### config.mk
export PLATFORM = sky130hd
export DESIGN_NAME = histogram_longest_run_span
export DESIGN_NICKNAME = d
export VERILOG_FILES = /design/src/rtl/hlrs_pkg.sv /design/src/rtl/histogram_longest_run_span.sv
export SDC_FILE = /design/constraint.sdc
export NUM_CORES = 1
export LEC_CHECK = 0
export CAP_MARGIN = 20
export CORE_UTILIZATION = 45
export DETAILED_ROUTE_END_ITERATION = 7
export DONT_BUFFER_PORTS = 1
export PLACE_DENSITY = 0.58
export SYNTH_ARGS = -nofsm -noshare
export SYNTH_HDL_FRONTEND = slang
export SYNTH_SLANG_ARGS = --single-unit
export TNS_END_PERCENT = 20
### constraint.sdc
create_clock -name clk -period 10.5 [get_ports clk]
set_input_delay 1.575 -clock clk [delete_from_list [all_inputs] [get_ports clk]]
set_output_delay 1.575 -clock clk [all_outputs]
set_load 0.05 [all_outputs]
### src/rtl/hlrs_pkg.sv
// Shared types, constants and helper functions for the histogram longest-run span finder.
package hlrs_pkg;

    // Sizing of the bin stream.
    localparam int MAX_BINS   = 256;
    localparam int COUNT_BITS = 8;
    localparam int IDX_BITS   = $clog2(MAX_BINS);
    localparam int POS_BITS   = IDX_BITS + 1;
    localparam int SAT_BITS   = 9;
    localparam int CFG_BITS   = 8;

    typedef logic [IDX_BITS-1:0]          idx_t;
    typedef logic signed [POS_BITS-1:0]   pos_t;
    typedef logic signed [POS_BITS:0]     diff_t;
    typedef logic [COUNT_BITS-1:0]        cnt_t;
    typedef logic [COUNT_BITS+3:0]        wsum_t;
    typedef logic [SAT_BITS-1:0]          sat_t;
    typedef logic [CFG_BITS-1:0]          cfg_t;

    // Scan axis carried on tuser.
    typedef enum logic {
        AXIS_ROW    = 1'b0,
        AXIS_COLUMN = 1'b1
    } axis_t;

    // Configuration register indexes.
    localparam logic [1:0] REG_ROW_THRESHOLD    = 2'd0;
    localparam logic [1:0] REG_COLUMN_THRESHOLD = 2'd1;
    localparam logic [1:0] REG_BRIDGE_LIMIT     = 2'd2;

    // Reset values of the configuration registers.
    localparam cfg_t ROW_THRESHOLD_RST    = cfg_t'(6);
    localparam cfg_t COLUMN_THRESHOLD_RST = cfg_t'(4);
    localparam cfg_t BRIDGE_LIMIT_RST     = cfg_t'(2);

    // Markers and limits.
    localparam pos_t  POS_NONE = '1;
    localparam sat_t  SAT_MAX  = '1;
    localparam sat_t  GAP_OPEN = sat_t'(2);
    localparam idx_t  IDX_MAX  = idx_t'(MAX_BINS - 1);
    localparam diff_t DIFF_ONE = diff_t'(1);

    // A bin qualifies when field >= T or 9*field + line >= 10*T.
    function automatic logic qualifies(cnt_t f, cnt_t l, cnt_t t);
        wsum_t lhs;
        wsum_t rhs;
        lhs = (wsum_t'(f) << 3) + wsum_t'(f) + wsum_t'(l);
        rhs = (wsum_t'(t) << 3) + (wsum_t'(t) << 1);
        return (f >= t) || (lhs >= rhs);
    endfunction

    // Length of a span as end minus start, one bit wider to stay exact.
    function automatic diff_t span_len(pos_t s, pos_t e);
        return diff_t'(e) - diff_t'(s);
    endfunction

    // A run replaces the best span when it is at least as long.
    function automatic logic offer_wins(pos_t s, pos_t e, pos_t bs, pos_t be);
        return span_len(s, e) >= span_len(bs, be);
    endfunction

    // Bin index as a signed span position.
    function automatic pos_t to_pos(idx_t idx);
        return pos_t'({1'b0, idx});
    endfunction

endpackage

### src/rtl/histogram_longest_run_span.sv
// Longest-run span finder over a stream of histogram bins, row and column scans.
//
// Input channel s_*: one histogram bin per transfer. s_tuser selects the scan
// (0 row scan with bridging, 1 column scan), s_tlast marks the final bin of a
// scan. Output channel m_*: one result per scan, sent after its final bin,
// carrying the best span and a found flag; m_tuser gives the scan axis.
// The configuration port writes a threshold or the bridge limit at any edge
// with cfg_we high; the user must write it only while no bins are in flight,
// which the block does not enforce. Throughput is one bin per cycle while no
// closing bin waits: the input register feeds a single stage of compare and
// counter logic that updates the scan state and the result register that drives m_tvalid.
// When the receiver stalls, bins that close no scan keep flowing; a closing bin
// waits in the input register until the result register is free, and s_tready
// then drops. Row and column scans keep separate state and may be interleaved.
// Reset clears both scans, the pipeline valids and restores the default
// configuration (row threshold 6, column threshold 4, bridge limit 2).
module histogram_longest_run_span
    import hlrs_pkg::*;
(
    input  logic        clk,
    input  logic        rst_n,
    // Configuration write port.
    input  logic        cfg_we,
    input  logic [1:0]  cfg_index,
    input  logic [7:0]  cfg_data,
    // Bin input: tdata = field_count[7:0], line_count[15:8].
    input  logic        s_tvalid,
    output logic        s_tready,
    input  logic [15:0] s_tdata,
    // tuser = mode[0].
    input  logic        s_tuser,
    input  logic        s_tlast,
    // Result: tdata = span_start[8:0], span_end[17:9], span_found[18], zero[23:19].
    output logic        m_tvalid,
    input  logic        m_tready,
    output logic [23:0] m_tdata,
    // tuser = scan_axis[0].
    output logic        m_tuser
);

    // Configuration registers.
    cfg_t row_threshold_reg, column_threshold_reg, bridge_limit_reg;

    // Input register.
    logic  in_valid_reg, in_valid_next;
    axis_t in_mode_reg;
    cnt_t  in_field_reg, in_line_reg;
    logic  in_last_reg;

    // Result register.
    logic  out_valid_reg, out_valid_next;
    axis_t out_axis_reg, out_axis_next;
    pos_t  out_start_reg, out_start_next;
    pos_t  out_end_reg, out_end_next;
    logic  out_found_reg, out_found_next;

    // Row scan state.
    idx_t idx_row_reg, idx_row_next;
    pos_t run_start_row_reg, run_start_row_next;
    pos_t run_end_row_reg, run_end_row_next;
    pos_t best_start_row_reg, best_start_row_next;
    pos_t best_end_row_reg, best_end_row_next;
    sat_t bridge_count_reg, bridge_count_next;
    sat_t gap_count_reg, gap_count_next;

    // Column scan state.
    idx_t idx_col_reg, idx_col_next;
    pos_t run_start_col_reg, run_start_col_next;
    pos_t run_end_col_reg, run_end_col_next;
    pos_t best_start_col_reg, best_start_col_next;
    pos_t best_end_col_reg, best_end_col_next;

    logic out_free;
    logic proceed;
    logic in_fire;

    // Handshake: a closing bin needs a free result register, other bins never wait.
    assign out_free = !out_valid_reg || m_tready;
    assign proceed  = in_valid_reg && (!in_last_reg || out_free);
    assign s_tready = !in_valid_reg || proceed;
    assign in_fire  = s_tvalid && s_tready;

    assign in_valid_next = in_fire || (in_valid_reg && !proceed);

    // Output ports.
    assign m_tvalid = out_valid_reg;
    assign m_tuser  = out_axis_reg;
    assign m_tdata  = {5'b0, out_found_reg, out_end_reg, out_start_reg};

    // Scan update for the bin in the input register.
    always_comb
    begin
        idx_row_next        = idx_row_reg;
        run_start_row_next  = run_start_row_reg;
        run_end_row_next    = run_end_row_reg;
        best_start_row_next = best_start_row_reg;
        best_end_row_next   = best_end_row_reg;
        bridge_count_next   = bridge_count_reg;
        gap_count_next      = gap_count_reg;
        idx_col_next        = idx_col_reg;
        run_start_col_next  = run_start_col_reg;
        run_end_col_next    = run_end_col_reg;
        best_start_col_next = best_start_col_reg;
        best_end_col_next   = best_end_col_reg;

        out_valid_next = out_valid_reg && !m_tready;
        out_axis_next  = out_axis_reg;
        out_start_next = out_start_reg;
        out_end_next   = out_end_reg;
        out_found_next = out_found_reg;

        if (proceed)
        begin
            if (in_mode_reg == AXIS_ROW)
            begin
                // Row scan: extend, bridge over line-colour bins, or count a gap.
                if (qualifies(in_field_reg, in_line_reg, row_threshold_reg)
                    && (bridge_count_reg <= sat_t'(bridge_limit_reg)))
                begin
                    gap_count_next = '0;
                    if (in_field_reg >= row_threshold_reg)
                    begin
                        bridge_count_next = '0;
                    end
                    if (run_start_row_reg == POS_NONE)
                    begin
                        run_start_row_next = to_pos(idx_row_reg);
                    end
                    run_end_row_next = to_pos(idx_row_reg);
                end
                else if ((in_line_reg >= row_threshold_reg)
                         && (span_len(run_start_row_reg, run_end_row_reg) > DIFF_ONE))
                begin
                    if (bridge_count_reg != SAT_MAX)
                    begin
                        bridge_count_next = bridge_count_reg + sat_t'(1);
                    end
                    gap_count_next = '0;
                end
                else
                begin
                    if (gap_count_reg > GAP_OPEN)
                    begin
                        if (offer_wins(run_start_row_reg, run_end_row_reg,
                                       best_start_row_reg, best_end_row_reg))
                        begin
                            best_start_row_next = run_start_row_reg;
                            best_end_row_next   = run_end_row_reg;
                            bridge_count_next   = '0;
                        end
                        run_start_row_next = POS_NONE;
                        run_end_row_next   = POS_NONE;
                    end
                    if (gap_count_reg != SAT_MAX)
                    begin
                        gap_count_next = gap_count_reg + sat_t'(1);
                    end
                end

                if (idx_row_reg != IDX_MAX)
                begin
                    idx_row_next = idx_row_reg + idx_t'(1);
                end

                // Closing bin: final offer, emit, then return the row scan to reset.
                if (in_last_reg)
                begin
                    if (offer_wins(run_start_row_next, run_end_row_next,
                                   best_start_row_next, best_end_row_next))
                    begin
                        best_start_row_next = run_start_row_next;
                        best_end_row_next   = run_end_row_next;
                    end
                    out_valid_next = 1'b1;
                    out_axis_next  = AXIS_ROW;
                    out_start_next = best_start_row_next;
                    out_end_next   = best_end_row_next;
                    out_found_next = !best_start_row_next[POS_BITS-1]
                                     && !best_end_row_next[POS_BITS-1];

                    idx_row_next        = '0;
                    run_start_row_next  = POS_NONE;
                    run_end_row_next    = POS_NONE;
                    best_start_row_next = '0;
                    best_end_row_next   = '0;
                    bridge_count_next   = '0;
                    gap_count_next      = '0;
                end
            end
            else
            begin
                // Column scan: extend on a qualifying bin, otherwise offer the run.
                if (qualifies(in_field_reg, in_line_reg, column_threshold_reg))
                begin
                    if (run_start_col_reg == POS_NONE)
                    begin
                        run_start_col_next = to_pos(idx_col_reg);
                    end
                    run_end_col_next = to_pos(idx_col_reg);
                end
                else if (offer_wins(run_start_col_reg, run_end_col_reg,
                                    best_start_col_reg, best_end_col_reg))
                begin
                    best_start_col_next = run_start_col_reg;
                    best_end_col_next   = run_end_col_reg;
                end

                if (idx_col_reg != IDX_MAX)
                begin
                    idx_col_next = idx_col_reg + idx_t'(1);
                end

                // Closing bin: final offer, emit, then return the column scan to reset.
                if (in_last_reg)
                begin
                    if (offer_wins(run_start_col_next, run_end_col_next,
                                   best_start_col_next, best_end_col_next))
                    begin
                        best_start_col_next = run_start_col_next;
                        best_end_col_next   = run_end_col_next;
                    end
                    out_valid_next = 1'b1;
                    out_axis_next  = AXIS_COLUMN;
                    out_start_next = best_start_col_next;
                    out_end_next   = best_end_col_next;
                    out_found_next = !best_start_col_next[POS_BITS-1]
                                     && !best_end_col_next[POS_BITS-1];

                    idx_col_next        = '0;
                    run_start_col_next  = POS_NONE;
                    run_end_col_next    = POS_NONE;
                    best_start_col_next = '0;
                    best_end_col_next   = '0;
                end
            end
        end
    end

    // Control, scan state and configuration registers.
    always_ff @(posedge clk or negedge rst_n)
    begin
        if (!rst_n)
        begin
            row_threshold_reg    <= ROW_THRESHOLD_RST;
            column_threshold_reg <= COLUMN_THRESHOLD_RST;
            bridge_limit_reg     <= BRIDGE_LIMIT_RST;
            in_valid_reg         <= 1'b0;
            out_valid_reg        <= 1'b0;
            idx_row_reg          <= '0;
            run_start_row_reg    <= POS_NONE;
            run_end_row_reg      <= POS_NONE;
            best_start_row_reg   <= '0;
            best_end_row_reg     <= '0;
            bridge_count_reg     <= '0;
            gap_count_reg        <= '0;
            idx_col_reg          <= '0;
            run_start_col_reg    <= POS_NONE;
            run_end_col_reg      <= POS_NONE;
            best_start_col_reg   <= '0;
            best_end_col_reg     <= '0;
        end
        else
        begin
            if (cfg_we)
            begin
                unique case (cfg_index)
                    REG_ROW_THRESHOLD:    row_threshold_reg    <= cfg_data;
                    REG_COLUMN_THRESHOLD: column_threshold_reg <= cfg_data;
                    REG_BRIDGE_LIMIT:     bridge_limit_reg     <= cfg_data;
                    default:              ;
                endcase
            end
            in_valid_reg       <= in_valid_next;
            out_valid_reg      <= out_valid_next;
            idx_row_reg        <= idx_row_next;
            run_start_row_reg  <= run_start_row_next;
            run_end_row_reg    <= run_end_row_next;
            best_start_row_reg <= best_start_row_next;
            best_end_row_reg   <= best_end_row_next;
            bridge_count_reg   <= bridge_count_next;
            gap_count_reg      <= gap_count_next;
            idx_col_reg        <= idx_col_next;
            run_start_col_reg  <= run_start_col_next;
            run_end_col_reg    <= run_end_col_next;
            best_start_col_reg <= best_start_col_next;
            best_end_col_reg   <= best_end_col_next;
        end
    end

    // Payload registers for the input bin and the result.
    always_ff @(posedge clk)
    begin
        if (in_fire)
        begin
            in_mode_reg  <= axis_t'(s_tuser);
            in_field_reg <= s_tdata[COUNT_BITS-1:0];
            in_line_reg  <= s_tdata[2*COUNT_BITS-1:COUNT_BITS];
            in_last_reg  <= s_tlast;
        end
        out_axis_reg  <= out_axis_next;
        out_start_reg <= out_start_next;
        out_end_reg   <= out_end_next;
        out_found_reg <= out_found_next;
    end

endmodule
* Yosys cells after proc, flatten, opt, wreduce, memory -nomap -nowiden
Index checks and enable logic that the tools add are counted.
W data, S select, Z words.
** Cells by class
- Mux-type cells :: 91
- Bitwise gates (word level) :: 1
- Reduce and logical (&&, ||, !) cells :: 39
- $add $sub $neg :: 16
- $lt $le $gt $ge :: 12
- Equal/unequal tests :: 10
** Operators with widths (count)
- $mux W9 :: 79
- $sub A9 B9 Y10 :: 8
- $ge A10 B10 Y1 :: 4
- $mux W8 :: 4
- $add A11 B9 Y12 :: 2
- $ge A12 B12 Y1 :: 2
- $ge A8 B8 Y1 :: 3
- $add A9 B1 Y9 const B :: 2
- $eq A9 B1 Y1 const B :: 2
- $ne A9 B9 Y1 const B :: 2
- $add A8 B1 Y8 const B :: 2
- $ne A8 B8 Y1 const B :: 2
- $add A11 B8 Y12 :: 1
- $add A12 B8 Y12 :: 1
- $reduce_and A2 Y1 :: 6
- $reduce_bool A4 Y1 :: 3
- $gt A10 B2 Y1 const B :: 1
- $gt A9 B2 Y1 const B :: 1
- $le A9 B8 Y1 :: 1
- $logic_not A1 Y1 :: 9
- $reduce_and A3 Y1 :: 3
- $logic_and A1 B1 Y1 :: 8
- $mux W1 :: 8
- $logic_or A1 B1 Y1 :: 6
- other kinds (8) :: 9
** Word-level totals
- Logic and storage cells :: 194
- Flip-flop bits (word level) :: 170
- Input port bits :: 33

* Logic depth before layout (Yosys ltp)
Gate-level depths: netlist (run 1).
- Depth after elaboration :: 18
- Gate-level depth with buffers :: 46
- Gate-level depth less buffers :: 42

* Worst setup path after synthesis (run 1)
No wires, ideal clock.
- Path kind :: register to register
- From :: register in_field_reg[1]
- To :: register out_end_reg[7] (data pin)
- Buffers on the path :: 5
- Required time :: 10.230 ns
- Period minus slack after synthesis :: 8.426 ns
- Path slack :: 2.074 ns
- Stages on the path, launching flop included :: 43
- Arrival time :: 8.156 ns
- Cell sequence :: edfxtp_1 -> ha_1 -> ha_1 -> fa_1 -> a21o_1 -> a21oi_1 -> o21bai_1 -> a21oi_1 -> o21bai_1 -> a21oi_1 -> xnor2_1 -> ha_1 -> o211ai_1 -> a21oi_1 -> a221oi_1 -> nand2_1 -> a311o_1 -> o21ai_2 -> (+7 left out) -> nand2b_1 -> a21o_1 -> a21o_1 -> a21o_1 -> a21oi_1 -> xnor2_1 -> ha_1 -> nand3_1 -> a31oi_1 -> o31ai_1 -> a21oi_1 -> o21ai_0 -> a31o_2 -> buf_2 -> buf_1 -> clkbuf_1 -> mux2i_1 -> mux2i_1
** Between the ends
- Cells in the longest elaborated chain, start to end :: 16
- Elaborated cells between the ends (all ways) :: 50
** RTL lines
- start, declared :: line histogram_longest_run_span.sv:47 : cnt_t in_field_reg, in_line_reg;
- start signal, assigned :: line histogram_longest_run_span.sv:296 : in_field_reg <= s_tdata[COUNT_BITS-1:0];
- $add A11 B8 Y12 :: line hlrs_pkg.sv:47 : lhs = (wsum_t'(f) << 3) + wsum_t'(f) + wsum_t'(l);
- $add A12 B8 Y12 :: line hlrs_pkg.sv:47
- $ge A12 B12 Y1 :: line hlrs_pkg.sv:49 : return (f >= t) || (lhs >= rhs);
- $logic_or A1 B1 Y1 :: line hlrs_pkg.sv:49
- $logic_and A1 B1 Y1 :: line histogram_longest_run_span.sv:118 : && (bridge_count_reg <= sat_t'(bridge_limit_reg)))
- $mux W9 :: line histogram_longest_run_span.sv:117 : if (qualifies(in_field_reg, in_line_reg, row_threshold_reg)
- $mux W9 :: line histogram_longest_run_span.sv:114 : if (in_mode_reg == AXIS_ROW)
- $mux W9 :: line histogram_longest_run_span.sv:112 : if (proceed)
- $sub A9 B9 Y10 :: line hlrs_pkg.sv:54 : return diff_t'(e) - diff_t'(s);
- $ge A10 B10 Y1 :: line hlrs_pkg.sv:59 : return span_len(s, e) >= span_len(bs, be);
- $mux W9 :: line histogram_longest_run_span.sv:168 : if (offer_wins(run_start_row_next, run_end_row_next,
- $mux W9 :: line histogram_longest_run_span.sv:166 : if (in_last_reg)
- $mux W9 :: line histogram_longest_run_span.sv:114
- $mux W9 :: line histogram_longest_run_span.sv:112
- $mux W9 :: line histogram_longest_run_span.sv:166
- $mux W9 * :: line histogram_longest_run_span.sv:114
- end signal, assigned :: line histogram_longest_run_span.sv:302 : out_end_reg <= out_end_next;
- end, declared :: line histogram_longest_run_span.sv:54 : pos_t out_end_reg, out_end_next;
Every way passes the cells marked *; elsewhere a longest branch is shown, timed or not. The select of a mux whose other input is x is not followed.
A chain may end at the register's enable or synchronous reset.

* Final worst setup path (run 1)
- From :: register in_field_reg[1]
- To :: register out_start_reg[8] (data pin)
** Between the ends
- Cells in the longest elaborated chain, start to end :: 16
- Elaborated cells between the ends (all ways) :: 50
** RTL lines
- $add A11 B8 Y12 :: line hlrs_pkg.sv:47
- $add A12 B8 Y12 :: line hlrs_pkg.sv:47
- $ge A12 B12 Y1 :: line hlrs_pkg.sv:49
- $logic_or A1 B1 Y1 :: line hlrs_pkg.sv:49
- $logic_and A1 B1 Y1 :: line histogram_longest_run_span.sv:118
- $mux W9 :: line histogram_longest_run_span.sv:117
- $mux W9 :: line histogram_longest_run_span.sv:114
- $mux W9 :: line histogram_longest_run_span.sv:112
- $sub A9 B9 Y10 :: line hlrs_pkg.sv:54
- $ge A10 B10 Y1 :: line hlrs_pkg.sv:59
- $mux W9 :: line histogram_longest_run_span.sv:168
- $mux W9 :: line histogram_longest_run_span.sv:166
- $mux W9 :: line histogram_longest_run_span.sv:114
- $mux W9 :: line histogram_longest_run_span.sv:112
- $mux W9 :: line histogram_longest_run_span.sv:166
- $mux W9 * :: line histogram_longest_run_span.sv:114
- end signal, assigned :: line histogram_longest_run_span.sv:301 : out_start_reg <= out_start_next;
- end, declared :: line histogram_longest_run_span.sv:53 : pos_t out_start_reg, out_start_next;
Marked as above.

==> out/summary.txt, run 1 <==
Outcome: finished, violations left
Failing checks: design-rule violations
Worst hold path endpoint: bridge_limit_reg[6]$_DFFE_PN0P_
Most common cell in the netlist: ha_1
Largest family of logic cells by synthesized area: compound AO/OA/AOI/OAI gates
Most common flop cell mapped by yosys: dfrtp_1
Post-Syn Area per Cell: 9.33 µm²
Register-to-register setup slack: 680 ps
Share of cells above drive strength 1: 0.101
Die W: 180 µm
Yosys warning count: 0
Total congestion overflow: 0
Worst-margin pin slew: 1060 ps
Worst clock skew: 15.8 ps
Flops & latches, synth: 170
Crit. Startpoint: in_field_reg[1]$_DFFE_PP_
Core area: 30800 µm²
DRC Markers: 5
CP max stage cell: a31o_2
Async SR Flop Fraction: 0.776
Peak Freq: 102 MHz
Final Max Slew Viols: 0
WL final: 37400 µm
DRT Pass-1 Iters: 7
Synth cell count leaders: 192 x ha_1, 144 x inv_1, 100 x nor2_1, 93 x o21ai_0
Initial antenna violation count: 0
Worst stage delay on the critical path: 660 ps
Fin nets: 1747
Clock latency on the worst-skew pair: 450 ps
Mapped Cells: 1521
Clock buffer depth: 2
Post-synthesis sequential area ratio: 0.317
Xor and xnor area share after synthesis: 0.0463
Worst setup EP type: register
Fin crit period: 9820 ps
Fin Setup TNS: 0 ps
Clock sink total: 170
Worst slew margin: 0.289
Drt wl/cell: 19.5 µm
Root Buffer Master: clkbuf_16
Synth unique cells: 83
Fillers: 2896
Final setup violation count: 0
Proportion of synthesized area in mux cells: 0.0612
Antenna diode count: 0
Num CTS Buffers: 17
Crit path arrival time: 10020 ps
Largest net degree at the start of global routing: 133
Worst EP required: 10700 ps
Synth Area in Compound Gates: 0.203
Initial Util: 0.460
Hold Path Origin: bridge_limit_reg[6]$_DFFE_PN0P_
R2R depth: 39
Max FO, Critical Path: 28
Area contributors post-synth: ha_1 17%, dfrtp_1 16%, edfxtp_1 8.0%
Chip Height: 180 µm
# resized after CTS: 0
Drt first-iter violations: 777
Total GRT Usage: 0.239
CTS tree: done
Final core utilization: 0.492
Dpl ws: 876 ps
Hold Vio Cnt, Final: 0
Worst setup path class: register to register
Dpl hpwl: 28900 µm
Area Growth Syn to Fin: 6.88%
Reg2reg start: in_field_reg[1]$_DFFE_PP_
Max-cap violations: 0
Clk slew on worst S/H paths: 80 ps
H-tree levels: 4
EDFF count, synth: 38
Synth Area in Simple Gates: 0.124
Vias in the first global route: 10900
Synth Area in Adders: 0.192
Hold-fix buffers, CTS: 0
Period utilization: 0.935
Vias per cell: 5.76
Hold Path Depth: 1
Setup ws final: 679 ps
Die Area: 32200 µm²
Antenna-violating nets left: 0
CP dominant cell by count: a21oi_1
Yosys top cell area share: 0.169
Num ports: 60
Synth area leader: ha_1
PortBufs: 0
Setup crit start kind: register
Global-route wire length before repair: 60700 µm
Vias: 11000
Post-CTS setup buffer count: 0
RSZ-0062 raised after global routing: no
RePlAce Congestion: 0.876
Cell Rows: 64
Hold WC Path Type: register to register
FF-to-FF End: out_start_reg[8]$_DFFE_PP_
Synthesized cell area: 14200 µm²
-- worst max-delay path by stage --
stage                                 endpoint  depth (start not counted)
floorplan             out_end_reg[7]$_DFFE_PP_                         42
finish              out_start_reg[8]$_DFFE_PP_                         39
detailed placement  out_start_reg[8]$_DFFE_PP_                         39
global route        out_start_reg[8]$_DFFE_PP_                         41
CTS                 out_start_reg[8]$_DFFE_PP_                         39
global placement    out_start_reg[8]$_DFFE_PP_                         39
-- through the flow --
step	cells	hold slack (ps)	area (µm²)
floorplan	1525	424	14200
global placement	1882	493	14600
detailed placement	1882	496	14600
CTS	1914	515	15100
global route	1915	523	15200
finish	1915	512	15200
-- placed cells by master, fill, tap and decap left out, types with 20 or more instances in the layout --
cell type and instances:
nor2_1 99, mux2_2 42, xnor2_1 45, dfrtp_1 92
nand2b_1 36, o22ai_1 24, nor2b_1 20, mux2i_1 35
dfstp_2 40, edfxtp_1 38, a21oi_1 92, o21a_1 22
nand3_1 35, nand2_1 82, nor3_1 23, a21o_1 31
inv_1 144, xor2_1 30, ha_1 192, o21ai_0 93
-- cell families after synthesis --
family / after synthesis
AO/OA/AOI/OAI: 433
AND/OR/NAND/NOR: 356
adder cells (fa/ha/maj): 208
buffers and inverters: 198
multiplexers: 80
other: 1
flip-flops: 170
XOR/XNOR: 75
-- routing by layer --
metal	vias to the layer above	track usage	part of all wire
met5	-	0	0
met4	0	0.0690	0.023
met3	47	0.0541	0.061
met2	276	0.385	0.46
met1	5236	0.322	0.46
li1	5466	-	-
-- final cells by class --
cell class                      count  area [µm²]  area share
Clock inverter                     14         145     0.00957
Tap cell                          396         495      0.0327
Multi-Input combinational cell   1157        8910       0.588
Timing Repair Buffer               14         113     0.00743
Clock buffer                       18         450      0.0297
Inverter                          146         548      0.0361
Sequential cell                   170        4490       0.296
-- worst max-delay path, delay by kind of cell, from the launching register on --
family,cells,cell delay (ps)
AO/OA/AOI/OAI,23,4800
adder cells (fa/ha/maj),6,1980
AND/OR/NAND/NOR,7,1610
flip-flops,1,490
buffers and inverters,1,330
XOR/XNOR,2,330
Power of run 1 is not shown: default switching activity piles up to over one toggle a cycle in this logic, so the estimate is an artifact.
==> inputs of run 2 (changes only) <==
--- a/config.mk
+++ b/config.mk
@@ -9,7 +9,6 @@
 export CORE_UTILIZATION = 45
 export DETAILED_ROUTE_END_ITERATION = 7
 export DONT_BUFFER_PORTS = 1
-export PLACE_DENSITY = 0.58
 export SYNTH_ARGS = -nofsm -noshare
 export SYNTH_HDL_FRONTEND = slang
 export SYNTH_SLANG_ARGS = --single-unit
==> constraint.sdc (replaced) <==
create_clock -name clk -period 8.2 [get_ports clk]
set_input_delay 1.23 -clock clk [delete_from_list [all_inputs] [get_ports clk]]
set_output_delay 1.23 -clock clk [all_outputs]
set_load 0.05 [all_outputs]
==> run 2 against run 1 <==
The run still ends with design-rule violations left. Routed wire length rose by 5.2%. Cell area rose by 5.3%. Utilization is 2.6 points higher. Critical path depth rose by 2. Clock skew fell by 2.6 ps. Via count grew 5.0%. Worst setup slack worse by 540 ps. Largest cell class unchanged. Highest routed layer unchanged.
==> out/summary.txt, run 2 (synthesized netlist as in run 1, its figures left out) <==
Initial Util: 0.460
R2R depth: 41
Clock latency on the worst-skew pair: 450 ps
CP max stage cell: edfxtp_1
Fillers: 2787
Final setup violation count: 0
Core area: 30800 µm²
Vias per cell: 5.83
Failing checks: design-rule violations
DRT Pass-1 Iters: 8
Worst-margin pin slew: 891 ps
Antenna-violating nets left: 0
Share of cells above drive strength 1: 0.162
Worst slew margin: 0.404
Drt first-iter violations: 760
Num CTS Buffers: 17
RSZ-0062 raised after global routing: yes
Global-route wire length before repair: 63000 µm
DRC Markers: 9
Dpl ws: -205 ps
Initial antenna violation count: 0
Drt wl/cell: 19.8 µm
Crit path arrival time: 8250 ps
Worst setup EP type: register
Fin crit period: 8060 ps
WL final: 39300 µm
Chip Height: 180 µm
Num ports: 60
Crit path depth: 41
Total GRT Usage: 0.248
Hold Vio Cnt, Final: 0
Root Buffer Master: clkbuf_16
Area Growth Syn to Fin: 12.5%
Cell Rows: 64
Largest net degree at the start of global routing: 133
Final Max Slew Viols: 0
Vias: 11600
Dpl hpwl: 30000 µm
Hold WC Path Type: input pin to async pin
RePlAce Congestion: 0.874
Cell family contributing the most delay on the critical path: compound AO/OA/AOI/OAI gates
Hold-fix buffers, CTS: 0
Worst setup path class: register to register
Setup crit start kind: register
Die Area: 32200 µm²
Worst Path Buf+Inv: 2
CTS tree: done
Total congestion overflow: 0
Register-to-register setup slack: 140 ps
Fin nets: 1818
Clk slew on worst S/H paths: 70 ps
Period utilization: 0.983
Most frequent cells in the layout: 188 x ha_1, 143 x inv_1, 99 x nor2_1
Worst clock skew: 13.2 ps
Peak Freq: 124 MHz
H-tree levels: 4
Die W: 180 µm
Max FO, Critical Path: 10
Clock buffer depth: 2
Worst EP required: 8400 ps
PortBufs: 0
Vias in the first global route: 11500
Commonest non-fill, non-tap cell in the layout: ha_1
Clock sink total: 170
Outcome: finished, violations left
Worst stage delay on the critical path: 400 ps
Max-cap violations: 0
Setup ws final: 142 ps
Antenna diode count: 0
run 2: changes by cell type in the layout (fill, tap and decap cells not counted), moves of 4 or more:
cell / previous run / this run
o21ai_0: 93 / 88
a21oi_1: 92 / 86
ha_1: 192 / 188
mux2i_2: 0 / 5
mux2i_1: 35 / 30
a21oi_2: 1 / 7
buf_12: 0 / 5
buf_4: 13 / 74
run 2: final cells by class:
class | instances | area (µm²) | share of cell area
multi-input cells | 1158 | 9110 | 0.571
flip-flops and latches | 170 | 4490 | 0.282
repair buffers | 84 | 719 | 0.0451
inverters | 146 | 548 | 0.0343
well taps | 396 | 495 | 0.0310
clock buffers | 17 | 425 | 0.0267
clock inverters | 15 | 163 | 0.0102
run 2: per-layer routing:
layer | global-route usage | routed length, µm
met2 | 0.402 | 18100
met5 | 0 | 0
met1 | 0.336 | 18000
met3 | 0.0460 | 2290
met4 | 0.0745 | 894
run 2: what timing repair did:
action	4_1_cts	5_1_grt
setup buffers	0	11
pin swaps	2	33
endpoints found under the setup margin	19	19
gates resized for setup	9	45
gates cloned	1	1
run 2: path summary, 6_finish.rpt:
kind,startpoint,end
max reg2reg,in_line_reg[1]$_DFFE_PP_,out_start_reg[7]$_DFFE_PP_
min,rst_n,column_threshold_reg[1]$_DFFE_PN0P_
max in group asynchronous,rst_n,run_end_row_reg[1]$_DFFE_PN1P_
max,in_line_reg[1]$_DFFE_PP_,out_start_reg[7]$_DFFE_PP_
min reg2reg,bridge_limit_reg[4]$_DFFE_PN0P_,bridge_limit_reg[4]$_DFFE_PN0P_
min in group clk,bridge_limit_reg[4]$_DFFE_PN0P_,bridge_limit_reg[4]$_DFFE_PN0P_
run 2: per-stage QoR:
stage          cell area [µm²]   util  instances  setup TNS [ps]  hold slack (ps)
3_5_place_dp             15000  0.487       1939           -2220              497
6_report                 16000  0.518       1986               0              484
2_1_floorplan            14200      -       1525               0              424
3_3_place_gp             15000  0.487       1939               0              490
5_1_grt                  16000  0.518       1986           -5170              464
4_1_cts                  15600  0.507       1972               0              462
run 2: worst reg2reg max path, delay by kind of cell (launching register included):
family          cells  cell delay (ps)
flops               1              400
mux                 1              320
xor+xnor            2              290
simple gates        5              710
fa+ha+maj           7             2010
buf+inv             2              280
compound gates     24             3810
Power of run 2 is left out for the same reason.
